## src/design/mlfd_pkg.sv

```systemverilog
package mlfd_pkg;

   localparam logic [31:0] START_WORD_RESET = 32'h9D74_C714;
   localparam logic [31:0] END_WORD_RESET   = 32'hD7A1_52C8;

   localparam int QUEUE_DEPTH = 4;
   localparam int QUEUE_PTR_W = $clog2(QUEUE_DEPTH);
   localparam int QUEUE_CNT_W = $clog2(QUEUE_DEPTH + 1);

   typedef enum logic [0:0] {
      REG_START_WORD = 1'b0,
      REG_END_WORD   = 1'b1
   } reg_index_type;

   typedef enum logic [1:0] {
      ST_VALID    = 2'd0,
      ST_SHORT    = 2'd1,
      ST_BAD_HEAD = 2'd2,
      ST_BAD_TAIL = 2'd3
   } status_type;

   typedef enum logic [0:0] {
      KIND_BODY   = 1'b0,
      KIND_STATUS = 1'b1
   } kind_type;

   // everything one request produces: an optional body byte and an optional status
   typedef struct packed {
      logic        has_body;
      logic [7:0]  body_byte;
      logic        has_status;
      status_type  status;
      logic [15:0] command_id;
   } entry_type;

endpackage

```

## src/design/mlfd_front.sv

```systemverilog
module mlfd_front (
   input  logic                clock,
   input  logic                reset,
   input  logic                accept,
   input  logic [7:0]          data_byte,
   input  logic                end_of_buffer,
   input  logic [31:0]         start_word,
   input  logic [31:0]         end_word,
   output logic                push,
   output mlfd_pkg::entry_type push_entry
);

   typedef enum logic [4:0] {
      PH_HEADER = 5'b00001,
      PH_SKIP   = 5'b00010,
      PH_BODY   = 5'b00100,
      PH_TAIL   = 5'b01000,
      PH_DONE   = 5'b10000
   } phase_type;

   localparam logic [3:0] HC_HEAD_END = 4'd3;
   localparam logic [3:0] HC_CMD_END  = 4'd5;
   localparam logic [3:0] HC_SKIP_END = 4'd7;
   localparam logic [3:0] HC_BODY_END = 4'd11;
   localparam logic [1:0] TC_END      = 2'd3;

   phase_type   phase_ff, phase_in;
   logic [3:0]  header_count_ff, header_count_in;
   logic [31:0] word_shift_ff, word_shift_in;
   logic [15:0] command_ff, command_in;
   logic [15:0] skip_ff, skip_in;
   logic [31:0] body_ff, body_in;
   logic [1:0]  tail_count_ff, tail_count_in;

   logic [31:0]         shifted;
   mlfd_pkg::entry_type entry;

   assign shifted = {word_shift_ff[23:0], data_byte};

   always_comb begin
      phase_in        = phase_ff;
      header_count_in = header_count_ff;
      word_shift_in   = word_shift_ff;
      command_in      = command_ff;
      skip_in         = skip_ff;
      body_in         = body_ff;
      tail_count_in   = tail_count_ff;
      entry.has_body   = 1'b0;
      entry.body_byte  = data_byte;
      entry.has_status = 1'b0;
      entry.status     = mlfd_pkg::ST_VALID;

      case (phase_ff)
         PH_HEADER: begin
            word_shift_in = shifted;
            if (header_count_ff == HC_HEAD_END) begin
               if (shifted != start_word) begin
                  entry.has_status = 1'b1;
                  entry.status     = mlfd_pkg::ST_BAD_HEAD;
                  phase_in         = PH_DONE;
               end
            end else if (header_count_ff == HC_CMD_END) begin
               command_in = shifted[15:0];
            end else if (header_count_ff == HC_SKIP_END) begin
               skip_in = shifted[15:0];
            end else if (header_count_ff == HC_BODY_END) begin
               body_in = shifted;
            end
            if (phase_in == PH_HEADER) begin
               if (header_count_ff >= HC_BODY_END) begin
                  header_count_in = 4'd0;
                  if (skip_in != 16'd0) begin
                     phase_in = PH_SKIP;
                  end else if (body_in != 32'd0) begin
                     phase_in = PH_BODY;
                  end else begin
                     phase_in = PH_TAIL;
                  end
               end else begin
                  header_count_in = header_count_ff + 4'd1;
               end
            end
         end
         PH_SKIP: begin
            skip_in = skip_ff - 16'd1;
            if (skip_in == 16'd0) begin
               phase_in = (body_ff != 32'd0) ? PH_BODY : PH_TAIL;
            end
         end
         PH_BODY: begin
            entry.has_body = 1'b1;
            body_in        = body_ff - 32'd1;
            if (body_in == 32'd0) begin
               phase_in = PH_TAIL;
            end
         end
         PH_TAIL: begin
            word_shift_in = shifted;
            if (tail_count_ff == TC_END) begin
               entry.has_status = 1'b1;
               entry.status     = (shifted == end_word) ? mlfd_pkg::ST_VALID
                                                        : mlfd_pkg::ST_BAD_TAIL;
               tail_count_in    = 2'd0;
               phase_in         = PH_DONE;
            end else begin
               tail_count_in = tail_count_ff + 2'd1;
            end
         end
         default: begin
         end
      endcase

      entry.command_id = command_in;

      // buffer ended: short status unless the frame was decided, then the parser restarts
      if (end_of_buffer) begin
         if (phase_in != PH_DONE) begin
            entry.has_status = 1'b1;
            entry.status     = mlfd_pkg::ST_SHORT;
         end
         phase_in        = PH_HEADER;
         header_count_in = 4'd0;
         word_shift_in   = 32'd0;
         command_in      = 16'd0;
         skip_in         = 16'd0;
         body_in         = 32'd0;
         tail_count_in   = 2'd0;
      end
   end

   assign push       = accept && (entry.has_body || entry.has_status);
   assign push_entry = entry;

   always_ff @(posedge clock) begin
      if (reset) begin
         phase_ff        <= PH_HEADER;
         header_count_ff <= 4'd0;
         word_shift_ff   <= 32'd0;
         command_ff      <= 16'd0;
         skip_ff         <= 16'd0;
         body_ff         <= 32'd0;
         tail_count_ff   <= 2'd0;
      end else if (accept) begin
         phase_ff        <= phase_in;
         header_count_ff <= header_count_in;
         word_shift_ff   <= word_shift_in;
         command_ff      <= command_in;
         skip_ff         <= skip_in;
         body_ff         <= body_in;
         tail_count_ff   <= tail_count_in;
      end
   end

endmodule

```

## src/design/mlfd_queue.sv

```systemverilog
module mlfd_queue (
   input  logic                clock,
   input  logic                reset,
   input  logic                push,
   input  mlfd_pkg::entry_type push_entry,
   input  logic                pop,
   output logic                full,
   output logic                empty,
   output mlfd_pkg::entry_type head_entry
);

   mlfd_pkg::entry_type entries_ff [mlfd_pkg::QUEUE_DEPTH];

   logic [mlfd_pkg::QUEUE_PTR_W-1:0] wr_ptr_ff, wr_ptr_in;
   logic [mlfd_pkg::QUEUE_PTR_W-1:0] rd_ptr_ff, rd_ptr_in;
   logic [mlfd_pkg::QUEUE_CNT_W-1:0] count_ff, count_in;

   localparam logic [mlfd_pkg::QUEUE_CNT_W-1:0] CNT_FULL =
      mlfd_pkg::QUEUE_CNT_W'(mlfd_pkg::QUEUE_DEPTH);
   localparam logic [mlfd_pkg::QUEUE_PTR_W-1:0] PTR_LAST =
      mlfd_pkg::QUEUE_PTR_W'(mlfd_pkg::QUEUE_DEPTH - 1);

   assign full       = (count_ff == CNT_FULL);
   assign empty      = (count_ff == '0);
   assign head_entry = entries_ff[rd_ptr_ff];

   always_comb begin
      wr_ptr_in = wr_ptr_ff;
      rd_ptr_in = rd_ptr_ff;
      count_in  = count_ff;
      if (push) begin
         wr_ptr_in = (wr_ptr_ff == PTR_LAST) ? '0 : wr_ptr_ff + 1'b1;
      end
      if (pop) begin
         rd_ptr_in = (rd_ptr_ff == PTR_LAST) ? '0 : rd_ptr_ff + 1'b1;
      end
      if (push && !pop) begin
         count_in = count_ff + 1'b1;
      end else if (pop && !push) begin
         count_in = count_ff - 1'b1;
      end
   end

   always_ff @(posedge clock) begin
      if (reset) begin
         wr_ptr_ff <= '0;
         rd_ptr_ff <= '0;
         count_ff  <= '0;
      end else begin
         wr_ptr_ff <= wr_ptr_in;
         rd_ptr_ff <= rd_ptr_in;
         count_ff  <= count_in;
      end
   end

   always_ff @(posedge clock) begin
      if (push) begin
         entries_ff[wr_ptr_ff] <= push_entry;
      end
   end

endmodule

```

## src/design/mlfd_back.sv

```systemverilog
module mlfd_back (
   input  logic                clock,
   input  logic                reset,
   input  logic                empty,
   input  mlfd_pkg::entry_type head_entry,
   output logic                pop,
   output logic                rsp_valid,
   input  logic                rsp_ready,
   output logic                rsp_kind,
   output logic [7:0]          rsp_body_byte,
   output logic [15:0]         rsp_command_id,
   output logic [1:0]          rsp_status,
   output logic                rsp_last
);

   // status still owed from an entry whose body byte went out first
   logic                 pend_ff, pend_in;
   mlfd_pkg::status_type pend_status_ff, pend_status_in;
   logic [15:0]          pend_command_ff, pend_command_in;

   logic                 valid_ff, valid_in;
   mlfd_pkg::kind_type   kind_ff, kind_in;
   logic [7:0]           body_ff, body_in;
   logic [15:0]          command_ff, command_in;
   mlfd_pkg::status_type status_ff, status_in;
   logic                 load;

   assign load = !valid_ff || rsp_ready;

   always_comb begin
      pop             = 1'b0;
      pend_in         = pend_ff;
      pend_status_in  = pend_status_ff;
      pend_command_in = pend_command_ff;
      valid_in        = valid_ff;
      kind_in         = kind_ff;
      body_in         = body_ff;
      command_in      = command_ff;
      status_in       = status_ff;
      if (load) begin
         valid_in = 1'b0;
         if (pend_ff) begin
            pend_in    = 1'b0;
            valid_in   = 1'b1;
            kind_in    = mlfd_pkg::KIND_STATUS;
            body_in    = 8'd0;
            command_in = pend_command_ff;
            status_in  = pend_status_ff;
         end else if (!empty) begin
            pop        = 1'b1;
            valid_in   = 1'b1;
            command_in = head_entry.command_id;
            if (head_entry.has_body) begin
               kind_in         = mlfd_pkg::KIND_BODY;
               body_in         = head_entry.body_byte;
               status_in       = mlfd_pkg::ST_VALID;
               pend_in         = head_entry.has_status;
               pend_status_in  = head_entry.status;
               pend_command_in = head_entry.command_id;
            end else begin
               kind_in   = mlfd_pkg::KIND_STATUS;
               body_in   = 8'd0;
               status_in = head_entry.status;
            end
         end
      end
   end

   always_ff @(posedge clock) begin
      if (reset) begin
         pend_ff  <= 1'b0;
         valid_ff <= 1'b0;
      end else begin
         pend_ff  <= pend_in;
         valid_ff <= valid_in;
      end
   end

   always_ff @(posedge clock) begin
      pend_status_ff  <= pend_status_in;
      pend_command_ff <= pend_command_in;
      kind_ff         <= kind_in;
      body_ff         <= body_in;
      command_ff      <= command_in;
      status_ff       <= status_in;
   end

   assign rsp_valid      = valid_ff;
   assign rsp_kind       = kind_ff;
   assign rsp_body_byte  = body_ff;
   assign rsp_command_id = command_ff;
   assign rsp_status     = status_ff;
   assign rsp_last       = (kind_ff == mlfd_pkg::KIND_STATUS);

endmodule

```

## src/design/magic_length_frame_decoder_core.sv

```systemverilog
// Byte-stream deframer. Each request carries one byte of a buffer and a flag marking the
// buffer's final byte. Frames are head magic, command id, extra-header size, body size,
// extra header (dropped), body (forwarded byte by byte), tail magic.
// Responses are either body bytes (kind 0) or one closing status (kind 1, last 1) carrying
// the command id and a code: valid, short buffer, bad head magic or bad tail magic.
// The head and tail magic words are set through the configuration write port (index 0
// and 1) and should only be changed while no request is in flight.
// Throughput: one request per cycle while req_ready is high. A request yields zero, one or
// two responses; the only two-response case is a body byte that also ends the buffer, which
// yields the body byte followed by a short-buffer status.
// Path: the parser pushes each entry into a four-entry queue at the accepting edge, and the
// output stage pops it from the queue into the response register once that register is
// free or being taken.
// When the receiver stalls, responses pile up in the queue and req_ready drops once it
// is full; the response register holds steady until taken.
// Reset (synchronous) clears the parser to expect a header, empties the queue and
// restores the default magic words; req_ready is low while reset is high.
module magic_length_frame_decoder_core (
   input  logic        clock,
   input  logic        reset,
   input  logic        req_valid,
   output logic        req_ready,
   input  logic [7:0]  req_data_byte,
   input  logic        req_end_of_buffer,
   output logic        rsp_valid,
   input  logic        rsp_ready,
   output logic        rsp_kind,
   output logic [7:0]  rsp_body_byte,
   output logic [15:0] rsp_command_id,
   output logic [1:0]  rsp_status,
   output logic        rsp_last,
   input  logic        csr_write_enable,
   input  logic [0:0]  csr_index,
   input  logic [31:0] csr_write_data
);

   logic [31:0] start_word_ff;
   logic [31:0] end_word_ff;

   logic                accept;
   logic                push;
   logic                pop;
   logic                full;
   logic                empty;
   mlfd_pkg::entry_type push_entry;
   mlfd_pkg::entry_type head_entry;

   always_ff @(posedge clock) begin
      if (reset) begin
         start_word_ff <= mlfd_pkg::START_WORD_RESET;
         end_word_ff   <= mlfd_pkg::END_WORD_RESET;
      end else if (csr_write_enable) begin
         case (csr_index)
            mlfd_pkg::REG_START_WORD: start_word_ff <= csr_write_data;
            mlfd_pkg::REG_END_WORD:   end_word_ff   <= csr_write_data;
            default: begin
            end
         endcase
      end
   end

   assign req_ready = !full && !reset;
   assign accept    = req_valid && req_ready;

   mlfd_front u_front (
      .clock         (clock),
      .reset         (reset),
      .accept        (accept),
      .data_byte     (req_data_byte),
      .end_of_buffer (req_end_of_buffer),
      .start_word    (start_word_ff),
      .end_word      (end_word_ff),
      .push          (push),
      .push_entry    (push_entry)
   );

   mlfd_queue u_queue (
      .clock      (clock),
      .reset      (reset),
      .push       (push),
      .push_entry (push_entry),
      .pop        (pop),
      .full       (full),
      .empty      (empty),
      .head_entry (head_entry)
   );

   mlfd_back u_back (
      .clock          (clock),
      .reset          (reset),
      .empty          (empty),
      .head_entry     (head_entry),
      .pop            (pop),
      .rsp_valid      (rsp_valid),
      .rsp_ready      (rsp_ready),
      .rsp_kind       (rsp_kind),
      .rsp_body_byte  (rsp_body_byte),
      .rsp_command_id (rsp_command_id),
      .rsp_status     (rsp_status),
      .rsp_last       (rsp_last)
   );

endmodule
```

## config.mk

```make
export PLATFORM = sky130hd
export DESIGN_NAME = magic_length_frame_decoder_core
export DESIGN_NICKNAME = d
export VERILOG_FILES = /design/src/design/mlfd_pkg.sv /design/src/design/mlfd_front.sv /design/src/design/mlfd_queue.sv /design/src/design/mlfd_back.sv /design/src/design/magic_length_frame_decoder_core.sv
export SDC_FILE = /design/constraint.sdc
export NUM_CORES = 1
export LEC_CHECK = 0
export BUFFER_PORTS_ARGS = -buffer_cell sky130_fd_sc_hd__buf_2
export CORE_UTILIZATION = 36
export CTS_CLUSTER_SIZE = 8
export DETAILED_ROUTE_END_ITERATION = 7
export PLACE_DENSITY = 0.62
export SYNTH_ARGS = -nofsm -noshare
export SYNTH_HDL_FRONTEND = slang
export SYNTH_SLANG_ARGS = --single-unit
```

## constraint.sdc

```tcl
create_clock -name clock -period 5.9 [get_ports clock]
set_clock_uncertainty 0.15 [all_clocks]
set_input_delay 1.18 -clock clock [delete_from_list [all_inputs] [get_ports clock]]
set_output_delay 1.18 -clock clock [all_outputs]
set_load 0.005 [all_outputs]
```

==> impl_metrics.json <==
{
  "status": "finished, final reports clean",
  "htreeDepth": 2,
  "hpwl_um": 26970,
  "setup_ws_ns": 1.143,
  "dr.pass1.iters": 5,
  "cp_top_family": "simple AND/OR/NAND/NOR gates",
  "dpl.cell_count": 2040,
  "drive_gt1_share_pct": 14.79,
  "cts_hold_buf": 0,
  "grt_pass1_vias": 11436,
  "yosysMostFrequentCell": "nand2_1",
  "rows": 75,
  "rrSetupSlack_ns": 1.14,
  "synth.distinct_cells": 78,
  "final_cells": 2115,
  "worst-path-buf-inv": 2,
  "rsz0062_at_grt": "no",
  "cp-start-kind": "flip-flop",
  "path_max_fanout": 10,
  "hold_path_end": "end_word_ff[29]",
  "viasPerCell": 5.568,
  "synth_flop_cell": "dfxtp_1",
  "grt_use_total_pct": 19.24,
  "fin_crit_ns": 4.757,
  "cellLeakagePower_nw": 6.547,
  "powerDensity_mw_per_mm2": 349.1,
  "clockBufferDepth": 3,
  "crit_path_end_kind": "flip-flop",
  "synth_edf_count": 157,
  "place_ws_ns": 1.036,
  "setup_tns_ns": 0,
  "die_x_um": 208.2,
  "setup_viol": 0,
  "layout.nets": 1611,
  "synth_top_area_share_pct": 30.81,
  "r2r-start": "u_front.skip_ff[1]",
  "max-vdd-ir-drop_mv": 0.2009,
  "grt_busiest_layer": "met2",
  "clock-sinks": 331,
  "cts_setup_buffers": 0,
  "finalMaxSlewViolations": 0,
  "cts_tree": "built",
  "worstPathArrival_ns": 5.08,
  "maxCapViolCount": 0,
  "finalPower_w": 0.006101,
  "gp_congestion": 0.9091,
  "netlist_area_sq_mm": 0.01530,
  "use_met3_pct": 3.577,
  "cp_slowest_stage_delay_ns": 0.64,
  "drt_iter0_drc": 1036,
  "period_share_pct": 80.62,
  "ant_nets": 0,
  "vias": 11776,
  "netlist_instances": 1512,
  "cts_root_buf": "clkbuf_16",
  "hold_path.class": "reg -> reg",
  "seqCellArea_sq_mm": 0.008200,
  "synthArstFlopShare_pct": 0,
  "ys_seq_area_share_pct": 53.57,
  "hold_viol": 0,
  "dieArea_sq_mm": 0.04333,
  "multi_input_area_sq_mm": 0.006623,
  "ys_top_cells_by_count": "nand2_1, dfxtp_1, edfxtp_1",
  "met1_usage_pct": 25.61,
  "die_y_um": 208.2,
  "start_util_pct": 36.48,
  "timing.rr.end": "u_queue.count_ff[2]",
  "crit_path_top_delay_cell": "or4b_1",
  "syn_nets": 1573,
  "area_growth_pct": 14.21,
  "grt_util_met2_pct": 30.83,
  "synth_top_cell_by_area": "edfxtp_1",
  "overflow": 0,
  "wl_per_cell_um": 19.48,
  "path_clk_slew_ns": 0.05,
  "syn_avg_cell_area_sq_um": 10.12,
  "grt_pass1_wl_um": 65690,
  "timing.fmax_mhz": 210.2,
  "path_cells": "inv_1 > ha_1 > or4b_1 > o41ai_1 > and4b_1 > nand4_1 > nor3_1 > a31oi_1 > a31oi_1 > o21a_1 > ha_1 > inv_1 > fa_1 > xor2_1 > or3_1 > a21oi_1",
  "insertion_delay_ns": 0.56,
  "fill_cells": 4042,
  "hold_depth": 2,
  "slew_headroom_pct": 16.27,
  "cp.required_ns": 6.22,
  "drc": 0,
  "yosysWarnings": 0,
  "worst_pin_slew_ns": 1.253,
  "path_class": "reg -> reg",
  "synth_area_leaders": "edfxtp_1, dfxtp_1, nand2_1, a21oi_1, xor2_1",
  "io_pins": 77,
  "design.core.area_sq_mm": 0.04195,
  "cts_inserted_buffers": 47,
  "routed_wl_um": 41210,
  "hp-start": "end_word_ff[29]",
  "ff2ff_path_depth": 16,
  "numPortBuffers": 76,
  "grt_max_degree": 64,
  "ctsResizeCount": 0,
  "antenna_found_initial": 1,
  "synth-seq-cells": 331
}
## cell usage in the layout, fill, tap and decap left out, types with 4 or more instances in the layout
cell type,count
a31oi_1,13
xor2_1,73
o31ai_1,5
a211o_1,4
nor4_1,44
a211oi_1,8
clkbuf_16,48
a21oi_1,136
a32oi_1,5
nand2_1,205
xnor2_1,7
or4_1,7
a22o_1,16
edfxtp_1,157
nand2b_1,14
nor4b_1,5
o211ai_1,14
dfxtp_1,172
or3_1,6
nand3b_1,5
mux4_2,28
a22oi_1,7
buf_4,28
nor2_1,145
nor2b_1,10
nor3b_1,26
mux2_2,32
and3b_1,4
ha_1,13
a222oi_1,5
inv_1,15
buf_2,75
o21ai_0,53
and2_1,8
nand3_1,46
clkbuf_1,23
nand4_1,14
nor3_1,31
## logic make-up after synthesis
kind of cell	synth area share, %
and+or+nand+nor	18.32
DFF	53.57
AOI/OAI and AO/OA	12.49
buffers and inverters	3.246
xor gates and xnor gates	4.579
muxes	6.607
adders and majority gates	1.194
## per-stage QoR
stage,hold WS [ns],utilization [%],cell area [sq um]
floorplan,0.2953,-,15300
global placement,0.3039,38.48,16140
detailed placement,0.3093,38.48,16140
CTS,0.3157,41.66,17470
global route,0.3323,41.66,17470
finish,0.3161,41.66,17480
## state kept, by name, indices dropped and copies added (netlist names), 24 cells and up, named ones only
signal                 flops
u_front.body_ff           32
start_word_ff             32
end_word_ff               32
u_front.word_shift_ff     24
u_queue.entries_ff       112
## report_power, final
part | switching [W] | internal (W)
registers | 0.000165 | 0.00271
logic | 0.000429 | 0.000364
clock network | 0.000948 | 0.00149
## layer usage
layer	vias to the layer above	wire length [um]
met1	5751	17900
li1	5569	-
met4	0	1355
met2	378	19270
met5	-	0
met3	78	2680
## how the worst max path moves through the flow
stage,start,end,cells past startpoint
after floorplan,req_data_byte[0],u_queue.count_ff[2],14
after CTS,u_front.skip_ff[1],u_queue.count_ff[2],16
after global placement,req_data_byte[0],u_queue.count_ff[2],14
after global routing,u_front.skip_ff[0],u_queue.count_ff[2],16
after detailed placement,req_data_byte[0],u_queue.count_ff[2],14
final,u_front.skip_ff[1],u_queue.count_ff[2],16
## tightest hold or removal path, cell delays in order, from the launching register on
cell and delay (ns):
dfxtp_1 0.31, nand2_1 0.05, a21oi_1 0.05
## final cells by class
cell class | instances | share of cell area (%)
tap | 539 | 3.859
antenna | 1 | 0.01432
multi-input combinational | 1051 | 37.89
clock inverter | 3 | 0.2506
timing repair buffer | 103 | 3.351
sequential | 331 | 46.92
clock buffer | 71 | 7.367
inverter | 16 | 0.3436
Note: power is estimated with default switching activity, not from simulation.
